### config.mk
export PLATFORM = sky130hd
export DESIGN_NAME = moving_average_filter_top
export DESIGN_NICKNAME = d
export VERILOG_FILES = /design/src/rtl/mavf_pkg.sv /design/src/rtl/mavf_ring.sv /design/src/rtl/mavf_div.sv /design/src/rtl/moving_average_filter_top.sv
export SDC_FILE = /design/constraint.sdc
export NUM_CORES = 2
export LEC_CHECK = 0
export ABC_CLOCK_PERIOD_IN_PS = 5920
export BUFFER_PORTS_ARGS = -buffer_cell sky130_fd_sc_hd__clkbuf_2
export CORE_MARGIN = 2
export CORE_UTILIZATION = 51
export CTS_BUF_LIST = sky130_fd_sc_hd__clkbuf_16
export DETAILED_ROUTE_END_ITERATION = 8
export PLACE_DENSITY = 0.66
export SYNTH_ARGS = -nofsm -noshare
export SYNTH_HDL_FRONTEND = slang
export SYNTH_SLANG_ARGS = --single-unit
export TNS_END_PERCENT = 20
### constraint.sdc
create_clock -name clock -period 5.92 [get_ports clock]
set_input_delay 0.296 -clock clock [delete_from_list [all_inputs] [get_ports clock]]
set_output_delay 0.296 -clock clock [all_outputs]
set_load 0.01 [all_outputs]
### src/rtl/mavf_pkg.sv
// shared types and constants for the moving average filter
`default_nettype none

package mavf_pkg;

   localparam int WINDOW_MAX = 64;
   localparam int PTR_W      = $clog2(WINDOW_MAX);
   localparam int CFG_W      = 7;
   localparam int SUM_W      = 38;
   localparam int DATA_W     = 32;
   localparam int CNT_SAT    = WINDOW_MAX + 1;
   localparam int CNT_W      = $clog2(CNT_SAT + 1);
   localparam int DIV_CNT_W  = $clog2(SUM_W);

   typedef struct packed {
      logic signed [DATA_W-1:0] sample;
      logic                     frame_end;
   } req_type;

   typedef struct packed {
      logic signed [DATA_W-1:0] average;
      logic                     frame_done;
   } rsp_type;

   typedef enum logic [2:0] {
      ST_IDLE,
      ST_READ,
      ST_DIV,
      ST_AVG,
      ST_FLUSH
   } state_type;

   typedef struct packed {
      logic start;
      logic done;
   } div_ctrl_type;

endpackage

`default_nettype wire

### src/rtl/mavf_ring.sv
// window ring memory holding per-sample prefix sums, registered read
`default_nettype none

module mavf_ring (
   input  wire                          clock,
   input  wire                          wr_en,
   input  wire  [mavf_pkg::PTR_W-1:0]   wr_addr,
   input  wire  [mavf_pkg::SUM_W-1:0]   wr_data,
   input  wire                          rd_en,
   input  wire  [mavf_pkg::PTR_W-1:0]   rd_addr,
   output logic [mavf_pkg::SUM_W-1:0]   rd_data
);
   import mavf_pkg::*;

   logic [SUM_W-1:0] mem [WINDOW_MAX];

   always_ff @(posedge clock) begin
      if (wr_en) begin
         mem[wr_addr] <= wr_data;
      end
   end

   always_ff @(posedge clock) begin
      if (rd_en) begin
         rd_data <= mem[rd_addr];
      end
   end

endmodule

`default_nettype wire

### src/rtl/mavf_div.sv
// radix-2 restoring divider, signed sum by window size, one quotient bit a cycle
`default_nettype none

module mavf_div (
   input  wire                                clock,
   input  wire                                reset,
   input  mavf_pkg::div_ctrl_type             ctrl_in,
   input  wire  signed [mavf_pkg::SUM_W-1:0]  dividend,
   input  wire  [mavf_pkg::CFG_W-1:0]         divisor,
   output mavf_pkg::div_ctrl_type             ctrl_out,
   output logic signed [mavf_pkg::DATA_W-1:0] quotient
);
   import mavf_pkg::*;

   logic                 busy_ff, busy_in;
   logic                 done_ff, done_in;
   logic                 neg_ff, neg_in;
   logic [DIV_CNT_W-1:0] cnt_ff, cnt_in;
   logic [SUM_W-1:0]     quo_ff, quo_in;
   logic [CFG_W-1:0]     rem_ff, rem_in;
   logic [CFG_W-1:0]     div_ff, div_in;
   logic [CFG_W:0]       trial;
   logic [SUM_W-1:0]     quo_neg;

   always_comb begin
      busy_in = busy_ff;
      done_in = 1'b0;
      neg_in  = neg_ff;
      cnt_in  = cnt_ff;
      quo_in  = quo_ff;
      rem_in  = rem_ff;
      div_in  = div_ff;
      trial   = {rem_ff, quo_ff[SUM_W-1]};
      if (ctrl_in.start) begin
         busy_in = 1'b1;
         neg_in  = dividend[SUM_W-1];
         quo_in  = dividend[SUM_W-1] ? (~dividend + 1'b1) : dividend;
         rem_in  = '0;
         div_in  = divisor;
         cnt_in  = DIV_CNT_W'(SUM_W - 1);
      end else if (busy_ff) begin
         if (trial >= {1'b0, div_ff}) begin
            rem_in = CFG_W'(trial - {1'b0, div_ff});
            quo_in = {quo_ff[SUM_W-2:0], 1'b1};
         end else begin
            rem_in = trial[CFG_W-1:0];
            quo_in = {quo_ff[SUM_W-2:0], 1'b0};
         end
         cnt_in = cnt_ff - 1'b1;
         if (cnt_ff == '0) begin
            busy_in = 1'b0;
            done_in = 1'b1;
         end
      end
   end

   always_ff @(posedge clock) begin
      if (reset) begin
         busy_ff <= 1'b0;
         done_ff <= 1'b0;
      end else begin
         busy_ff <= busy_in;
         done_ff <= done_in;
      end
   end

   always_ff @(posedge clock) begin
      neg_ff <= neg_in;
      cnt_ff <= cnt_in;
      quo_ff <= quo_in;
      rem_ff <= rem_in;
      div_ff <= div_in;
   end

   assign quo_neg        = ~quo_ff + 1'b1;
   assign quotient       = neg_ff ? quo_neg[DATA_W-1:0] : quo_ff[DATA_W-1:0];
   assign ctrl_out.start = 1'b0;
   assign ctrl_out.done  = done_ff;

endmodule

`default_nettype wire

### src/rtl/moving_average_filter_top.sv
// moving average filter top level: frame control, prefix sum ring and result register
//
// A sample whose window is full passes through acceptance, the ring read,
// the divider (38 quotient bits, then a flag that the quotient is ready) and
// the hand-off of the average to the result register, which waits while that
// register still holds a result not yet taken. A sample whose window is not
// yet full passes through acceptance and the ring read and gives no average.
// On a frame's last sample the tail zeros follow one per cycle while the result
// register is free, up to window_size-1 of them. The ring stores running prefix
// sums of the frame, so a window sum is one subtract of two prefixes whatever the window size.
// A sample is taken while a previous result still waits in the result register.
`default_nettype none

module moving_average_filter_top (
   input  wire                           clock,
   input  wire                           reset,
   input  wire                           req_valid,
   output logic                          req_ready,
   input  mavf_pkg::req_type             req_data,
   output logic                          rsp_valid,
   input  wire                           rsp_ready,
   output mavf_pkg::rsp_type             rsp_data,
   input  wire                           csr_wr_en,
   input  wire  [mavf_pkg::CFG_W-1:0]    csr_wr_data
);
   import mavf_pkg::*;

   state_type          state_ff, state_in;
   logic [CFG_W-1:0]   window_ff, window_in;
   logic [CFG_W-1:0]   w_ff, w_in;
   logic [CNT_W-1:0]   count_ff, count_in;
   logic [PTR_W-1:0]   ptr_ff, ptr_in;
   logic [SUM_W-1:0]   prefix_ff, prefix_in;
   logic               last_ff, last_in;
   logic               full_ff, full_in;
   logic               over_ff, over_in;
   logic [CFG_W-1:0]   zero_cnt_ff, zero_cnt_in;
   logic               rsp_valid_ff, rsp_valid_in;
   rsp_type            rsp_data_ff, rsp_data_in;

   logic [CFG_W-1:0]   w_eff;
   logic [CNT_W-1:0]   count_next;
   logic               accept;
   logic               slot_free;
   logic               emit;
   logic [PTR_W-1:0]   rd_addr;
   logic [SUM_W-1:0]   rd_data;
   logic               ring_wr;
   logic signed [SUM_W-1:0] win_sum;
   div_ctrl_type       div_req, div_rsp;
   logic signed [DATA_W-1:0] div_quo;

   assign accept    = req_valid && req_ready;
   assign slot_free = !rsp_valid_ff || rsp_ready;

   always_comb begin
      w_eff = window_ff;
      if (window_ff == '0) begin
         w_eff = CFG_W'(1);
      end else if (window_ff > CFG_W'(WINDOW_MAX)) begin
         w_eff = CFG_W'(WINDOW_MAX);
      end
   end

   assign count_next = (count_ff == CNT_W'(CNT_SAT)) ? count_ff : count_ff + 1'b1;
   assign rd_addr    = ptr_ff - w_eff[PTR_W-1:0];
   assign ring_wr    = (state_ff == ST_READ);
   assign win_sum    = over_ff ? (prefix_ff - rd_data) : prefix_ff;

   mavf_ring u_ring (
      .clock   (clock),
      .wr_en   (ring_wr),
      .wr_addr (ptr_ff),
      .wr_data (prefix_ff),
      .rd_en   (accept),
      .rd_addr (rd_addr),
      .rd_data (rd_data)
   );

   assign div_req.start = (state_ff == ST_READ) && full_ff;
   assign div_req.done  = 1'b0;

   mavf_div u_div (
      .clock    (clock),
      .reset    (reset),
      .ctrl_in  (div_req),
      .dividend (win_sum),
      .divisor  (w_ff),
      .ctrl_out (div_rsp),
      .quotient (div_quo)
   );

   // next state
   always_comb begin
      state_in = state_ff;
      case (state_ff)
         ST_IDLE: begin
            if (req_valid) begin
               state_in = ST_READ;
            end
         end
         ST_READ: begin
            if (full_ff) begin
               state_in = ST_DIV;
            end else if (last_ff) begin
               state_in = ST_FLUSH;
            end else begin
               state_in = ST_IDLE;
            end
         end
         ST_DIV: begin
            if (div_rsp.done) begin
               state_in = ST_AVG;
            end
         end
         ST_AVG: begin
            if (slot_free) begin
               state_in = (last_ff && zero_cnt_ff != '0) ? ST_FLUSH : ST_IDLE;
            end
         end
         ST_FLUSH: begin
            if (slot_free && zero_cnt_ff == CFG_W'(1)) begin
               state_in = ST_IDLE;
            end
         end
         default: state_in = ST_IDLE;
      endcase
   end

   // outputs and datapath
   always_comb begin
      req_ready    = (state_ff == ST_IDLE);
      emit         = 1'b0;
      window_in    = csr_wr_en ? csr_wr_data : window_ff;
      w_in         = w_ff;
      count_in     = count_ff;
      ptr_in       = ptr_ff;
      prefix_in    = prefix_ff;
      last_in      = last_ff;
      full_in      = full_ff;
      over_in      = over_ff;
      zero_cnt_in  = zero_cnt_ff;
      rsp_valid_in = rsp_valid_ff && !rsp_ready;
      rsp_data_in  = rsp_data_ff;
      case (state_ff)
         ST_IDLE: begin
            if (req_valid) begin
               w_in      = w_eff;
               count_in  = count_next;
               prefix_in = prefix_ff + SUM_W'(req_data.sample);
               last_in   = req_data.frame_end;
               full_in   = count_next >= CNT_W'(w_eff);
               over_in   = count_next > CNT_W'(w_eff);
               zero_cnt_in = (count_next >= CNT_W'(w_eff)) ? (w_eff - 1'b1)
                                                           : CFG_W'(count_next);
            end
         end
         ST_READ: begin
            if (last_ff) begin
               count_in  = '0;
               ptr_in    = '0;
               prefix_in = '0;
            end else begin
               ptr_in = ptr_ff + 1'b1;
            end
         end
         ST_AVG: begin
            emit = slot_free;
            if (emit) begin
               rsp_valid_in           = 1'b1;
               rsp_data_in.average    = div_quo;
               rsp_data_in.frame_done = last_ff && (zero_cnt_ff == '0);
            end
         end
         ST_FLUSH: begin
            emit = slot_free;
            if (emit) begin
               rsp_valid_in           = 1'b1;
               rsp_data_in.average    = '0;
               rsp_data_in.frame_done = (zero_cnt_ff == CFG_W'(1));
               zero_cnt_in            = zero_cnt_ff - 1'b1;
            end
         end
         default: begin
         end
      endcase
   end

   always_ff @(posedge clock) begin
      if (reset) begin
         state_ff     <= ST_IDLE;
         window_ff    <= CFG_W'(1);
         count_ff     <= '0;
         ptr_ff       <= '0;
         prefix_ff    <= '0;
         rsp_valid_ff <= 1'b0;
      end else begin
         state_ff     <= state_in;
         window_ff    <= window_in;
         count_ff     <= count_in;
         ptr_ff       <= ptr_in;
         prefix_ff    <= prefix_in;
         rsp_valid_ff <= rsp_valid_in;
      end
   end

   always_ff @(posedge clock) begin
      w_ff        <= w_in;
      last_ff     <= last_in;
      full_ff     <= full_in;
      over_ff     <= over_in;
      zero_cnt_ff <= zero_cnt_in;
      rsp_data_ff <= rsp_data_in;
   end

   assign rsp_valid = rsp_valid_ff;
   assign rsp_data  = rsp_data_ff;

   a_accept_reads : assert property (@(posedge clock) disable iff (reset)
      accept |=> state_ff == ST_READ)
      else $error("transfer in did not start a ring read");

   a_div_done_state : assert property (@(posedge clock) disable iff (reset)
      div_rsp.done |-> state_ff == ST_DIV)
      else $error("divider finished outside the divide state");

   a_count_range : assert property (@(posedge clock) disable iff (reset)
      count_ff <= CNT_W'(CNT_SAT))
      else $error("frame count beyond saturation");

   a_flush_nonzero : assert property (@(posedge clock) disable iff (reset)
      state_ff == ST_FLUSH |-> zero_cnt_ff != '0)
      else $error("flush with no zeros left");

endmodule

`default_nettype wire

Yosys cells after proc, flatten, opt, wreduce, memory -nomap -nowiden
Memory sizes are Yosys's and may differ from the RTL's. A register that Yosys moved wholly into a read port is not among the register bits.
Cells that the tools add are included.
Operators by class
  magnitude comparators: 4
  reduce and logical (&&, ||, !) cells: 25
  multiplexer cells: 40
  equal/unequal tests: 12
  bitwise logic cells: 3
  add/subtract/negate cells: 11
Operator list (count)
  38-bit 2-to-1 mux: 6
  38-bit case mux with 2 select lines: 1
  33-bit 2-to-1 mux: 2
  33-bit case mux with 2 select lines: 1
  7-bit 2-to-1 mux: 9
  38-bit by 1-bit adder with 38-bit output (second input constant): 1
  38-bit adder: 1
  38-bit inverter: 1
  38-bit subtractor: 1
  32-bit by 1-bit adder with 32-bit output (second input constant): 1
  32-bit 2-to-1 mux: 1
  32-bit inverter: 1
  7-bit case mux with 2 select lines: 2
  3-bit 2-to-1 mux: 7
  3-bit case mux with 5 select lines: 1
  7-bit logical NOT: 2
  7-bit by 1-bit subtractor with 7-bit output (second input constant): 2
  2-bit inequality test (second input constant): 5
  1-bit 2-to-1 mux: 9
  3-bit AND reduction: 3
  8-bit by 7-bit >= comparator with 1-bit output: 1
  2-bit nonzero test: 4
  7-bit by 1-bit adder with 7-bit output (second input constant): 1
  7-bit by 1-bit == test with 1-bit output (second input constant): 1
  other kinds (24): 31
Word-level totals
  memory bits (writable): 2432
  word-level logic and storage cells: 116
  memories kept: 1
  bits in registers: 173
Memories
  u_ring.mem: words 64, width 38, rd ports 1, clocked after Yosys merged registers in 1, write ports 1, line mavf_ring.sv:15  | logic [SUM_W-1:0] mem [WINDOW_MAX];

Depth between registers and ports, before layout
  depth in word-level cells: 7
  mapped depth: 19
  depth with buffers taken out: 18

Modules after synthesis
From an unflattened synthesis, not the netlist that was laid out.
Unflattened totals
  cell total of the unflattened synthesis: 5598
  area, all modules: 107175.3 um2
Modules (own cells, without submodules)
  mavf_ring: cells an instance 3989, area each 93319.5 um2, instances 1
  moving_average_filter_top: cells an instance 1136, area each 9472.8 um2, instances 1
  mavf_div: cells an instance 473, area each 4383.0 um2, instances 1

Worst setup path after synthesis
OpenSTA, ideal clock, no wires.
  path type: reg2reg
  from: register prefix_ff[1]
  to: register u_div.quo_ff[30], data pin
  buffers on the path: 2
  setup slack: 0.724 ns
  stages on the path, launching flop included: 16
  arrival: 4.935 ns
  clock period less this slack: 5.196 ns
  required time: 5.659 ns
  cells stage by stage: dfxtp_1 inv_1 fa_1 nor2b_4 o2111a_1 o311ai_4 a2111oi_2 nor3_2 xnor2_1 mux2_2 or4_4 buf_6 or3_1 buf_2 o2111a_1 a221o_1
On the way
  longest elaborated chain between the ends: 6
Ends and longest elaborated chain
  start, declared: line moving_average_filter_top.sv:33  | logic [SUM_W-1:0] prefix_ff, prefix_in;
  start signal, assigned: line moving_average_filter_top.sv:202  | prefix_ff <= prefix_in;
  38-bit subtractor: line moving_average_filter_top.sv:68  | assign win_sum = over_ff ? (prefix_ff - rd_data) : prefix_ff;
  38-bit 2-to-1 mux (*): line moving_average_filter_top.sv:68
  38-bit inverter: line mavf_div.sv:37  | quo_in = dividend[SUM_W-1] ? (~dividend + 1'b1) : dividend;
  38-bit by 1-bit adder with 38-bit output: line mavf_div.sv:37
  38-bit 2-to-1 mux (*): line mavf_div.sv:37
  38-bit 2-to-1 mux (*): line mavf_div.sv:34  | if (ctrl_in.start) begin
  named net u_div.quo_in[30]: line mavf_div.sv:19  | logic [SUM_W-1:0] quo_ff, quo_in;
  end signal, assigned: line mavf_div.sv:70  | quo_ff <= quo_in;
  end, declared: line mavf_div.sv:19
The timed path passes the listed nets; every way through them passes the cells marked *.
A chain may end at the register's enable or synchronous reset.

Final worst setup path
  from: register window_ff[4]
  to: register u_ring.rd_data[8] (netlist bit) (read register of u_ring.mem), data pin
On the way
  longest elaborated chain between the ends: 4
  elaborated cells between the ends (all ways): 5
  classes of those cells: 1 x add/sub; 1 x order compare; 2 x mux; 1 x reduce/logical
Ends and longest elaborated chain
  start, declared: line moving_average_filter_top.sv:29  | logic [CFG_W-1:0] window_ff, window_in;
  start signal, assigned: line moving_average_filter_top.sv:199  | window_ff <= window_in;
  7-bit > comparator: line moving_average_filter_top.sv:60  | end else if (window_ff > CFG_W'(WINDOW_MAX)) begin
  7-bit 2-to-1 mux: line moving_average_filter_top.sv:60
  7-bit 2-to-1 mux (*): line moving_average_filter_top.sv:58  | if (window_ff == '0) begin
  named net w_eff[0]: line moving_average_filter_top.sv:41  | logic [CFG_W-1:0] w_eff;
  6-bit subtractor (*): line moving_average_filter_top.sv:66  | assign rd_addr = ptr_ff - w_eff[PTR_W-1:0];
  end, declared: line mavf_ring.sv:11  | output logic [mavf_pkg::SUM_W-1:0] rd_data
Marked as above.

==> flow_metrics.py <==
metrics = {
    "sta": {
        "slew-limit-headroom_pct": 16.9,
        "worst_pin_slew_ps": 1240,
        "fmax_mhz": 188,
        "rsz0062_at_grt": "false",
        "hold_viol_final": 0,
        "skew_ps": 50.7,
        "period_needed_ps": 5320,
        "period_share_pct": 89.8,
        "drv_slew": 0,
        "setup_tns_ps": 0,
        "setup_violations": 0,
    },
    "setup_path": {
        "reg2reg_from": "window_ff[4]",
        "cp_slowest_cell": "fa_4",
        "worstPathMaxFanout": 92,
        "r2r_setup_slack_ps": 600,
        "worstPathArrival_ps": 5890,
        "path_cells": "nor3_1, a21oi_1, nor2_1, buf_4, ha_4, inv_1, fa_4, buf_12, mux4_2, mux4_2, nor2b_1, a211oi_1, a21oi_1",
        "worst_path_largest_cell_delay_ps": 1030,
        "path_class": "flop to flop",
        "start_kind": "flop",
        "cp-end-kind": "flop",
        "worstRegToRegCells": 13,
        "reg2reg_to": "u_ring.rd_data[8]",
        "required_ps": 6500,
    },
    "synthesis": {
        "synth_area_sq_um": 107000,
        "synth-seq-cells": 2643,
        "netlist_instances": 5321,
        "synth_most_common_cell": "edfxtp_1",
        "synth_common_cells": "2566 x edfxtp_1, 760 x mux4_2, 232 x nor2_1",
        "synth_flop_cell": "edfxtp_1",
        "syn_nets": 5473,
        "synth-edff-count": 2566,
        "yosysTopAreaCell": "edfxtp_1",
        "synthArstFlopShare_pct": 0,
        "synth_top_cell_area_share_pct": 71.8,
        "synth_area_leaders": "edfxtp_1 72%, mux4_2 16%, dfxtp_1 1.4%",
        "yosysWarnings": 0,
        "netlist-cell-type-count": 89,
        "avgSynthCellArea_sq_um": 20.2,
        "synth_seq_area_share_pct": 73.2,
    },
    "run_status": {
        "status": "finished, final reports clean",
    },
    "detailed_routing": {
        "via_count": 54900,
        "wirelength_um": 266000,
        "viasPerCell": 6.31,
        "ant_nets": 0,
        "drt_iter0_markers": 7121,
        "post-route-drc-count": 0,
        "wl_per_cell_um": 30.6,
        "drtPass1Iterations": 5,
    },
    "global_route": {
        "gr-total-overflow": 0,
        "antenna_found_initial": 7,
        "grt_pass1_vias": 54900,
        "grt_max_degree": 93,
        "grt_usage_pct": 24.8,
        "grt_pass1_wl_um": 386000,
    },
    "pwr": {
        "p_per_area_nw_per_um2": 413,
        "design_power_total_w": 0.0505,
        "vdd_drop_max_v": 0.000260,
        "leakage_nw": 39.9,
    },
    "clocking": {
        "cts_tree": "done",
        "cts_buffers": 282,
        "cts_root_buffer": "clkbuf_16",
        "cts_max_level": 5,
        "cts_buffer_depth": 4,
        "clock_sinks": 2643,
        "cts.clk_slew.worst_paths_ps": 60,
        "clkLatencyLatePin_ps": 940,
        "cts_setup_buffers": 0,
    },
    "floorplanning": {
        "io_pins": 80,
        "num_rows": 168,
        "initial_utilization_pct": 51.3,
        "die_area_sq_um": 214000,
        "core_area_sq_um": 209000,
        "die-width_um": 463,
        "die_y_um": 463,
    },
    "worst_hold_path": {
        "hold_end": "prefix_ff[3]",
        "hold_path.class": "input port to flop",
        "worstHoldPathCells": 5,
        "hold_start": "req_data[4]",
    },
    "place": {
        "numPortBuffers": 79,
        "place_congestion": 0.874,
        "dpl_cell_area_sq_um": 113000,
        "dp_hpwl_um": 154000,
    },
    "flow_run": {
        "cap_violations": 0,
    },
    "layout": {
        "final_area_sq_um": 122000,
        "fin_util_pct": 58.4,
        "area_delta_synth_final_pct": 13.8,
        "drive_gt1_share_pct": 27.2,
        "nets": 5842,
    },
}
-- cells in the final DEF, fill, tap and decap left out, drive strengths merged, types with 21 or more instances in the layout --
master          n
clkinv        104
a21o           37
o31ai          22
dfxtp          77
a211oi         62
buf           236
a22oi          22
nand3          57
mux4          760
nand2         155
xor2           52
mux2i          60
inv           153
xnor2          45
or3            22
nand2b         21
a21oi         146
o21ai          90
nand4          29
clkbuf        367
dlygate4sd3    36
nor2b          66
edfxtp       2566
or4            22
nor3           45
ha            103
o211ai         27
nor2          232
-- sequential cells by signal, indices dropped and copies added (netlist names), 33 cells and up --
| name | count |
|---|---|
| prefix_ff | 38 |
| rsp_data | 33 |
| u_div.quo_ff | 38 |
| u_ring.mem | 2432 |
| u_ring.rd_data | 38 |
-- kinds of logic after synthesis --
group                    Yosys count  share of synthesized area, %
flip-flops                      2643                          73.2
AND/OR/NAND/NOR                  734                          3.40
multiplexers                     826                          16.6
XOR/XNOR                          97                         0.791
adder cells (fa/ha/maj)          107                          1.27
buffers and inverters            363                          1.30
AO/OA/AOI/OAI                    551                          3.47
-- critical path, delay by kind of cell, from the launching register on --
kind	cells	cell delay, ps
adder cells (fa/ha/maj)	2	1160
multiplexers	2	890
AO/OA/AOI/OAI	3	1250
AND/OR/NAND/NOR	3	460
buffers and inverters	3	630
flip-flops	1	370
-- where the power goes --
group | internal, W | switching (W) | leakage, nW | total [W]
Clock | 0.00966 | 0.00701 | 4.40 | 0.0167
Combinational | 0.00462 | 0.00682 | 11.3 | 0.0114
Sequential | 0.0221 | 0.000291 | 24.3 | 0.0224
-- cell type report --
| type | count | area [sq um] |
|---|---|---|
| Clock inverter | 193 | 1420 |
| Timing Repair Buffer | 351 | 3090 |
| Fill cell | 15000 | 87200 |
| Inverter | 97 | 365 |
| Antenna cell | 1 | 2.50 |
| Tap cell | 2805 | 3510 |
| Multi-Input combinational cell | 2315 | 27900 |
| Clock buffer | 288 | 7210 |
| Sequential cell | 2643 | 78600 |
-- how the worst max path moves through the flow --
stage                     slack [ps]                 to         start
after detailed placement         720  u_ring.rd_data[8]  window_ff[4]
after global routing             340  u_ring.rd_data[8]  window_ff[4]
after CTS                        680  u_ring.rd_data[8]  window_ff[4]
final                            600  u_ring.rd_data[8]  window_ff[4]
after floorplan                  720   u_div.quo_ff[30]  prefix_ff[1]
after global placement           750  u_ring.rd_data[8]  window_ff[4]
-- repair_timing --
item | CTS | global route
endpoints found under the hold margin | 39 | 0
hold buffers | 36 | 0
setup endpoints to repair | 0 | 0
resized for setup | 0 | 0
-- through the flow --
stage	setup slack, ps	std cells	hold slack [ps]
floorplan	724	5321	395
global placement	749	8175	406
detailed placement	724	8175	405
CTS	678	8692	8.69
global route	343	8693	72.4
finish	603	8693	69.2
-- layer usage --
layer | routed length, um | GRT usage, % | part of all wire, %
met5 | 0 | 0 | 0
met4 | 6170 | 6.69 | 2.3
met3 | 20300 | 4.13 | 7.6
met2 | 132000 | 40.6 | 50
met1 | 108000 | 34.9 | 40
No activity file was read; power rests on OpenSTA's default activity.
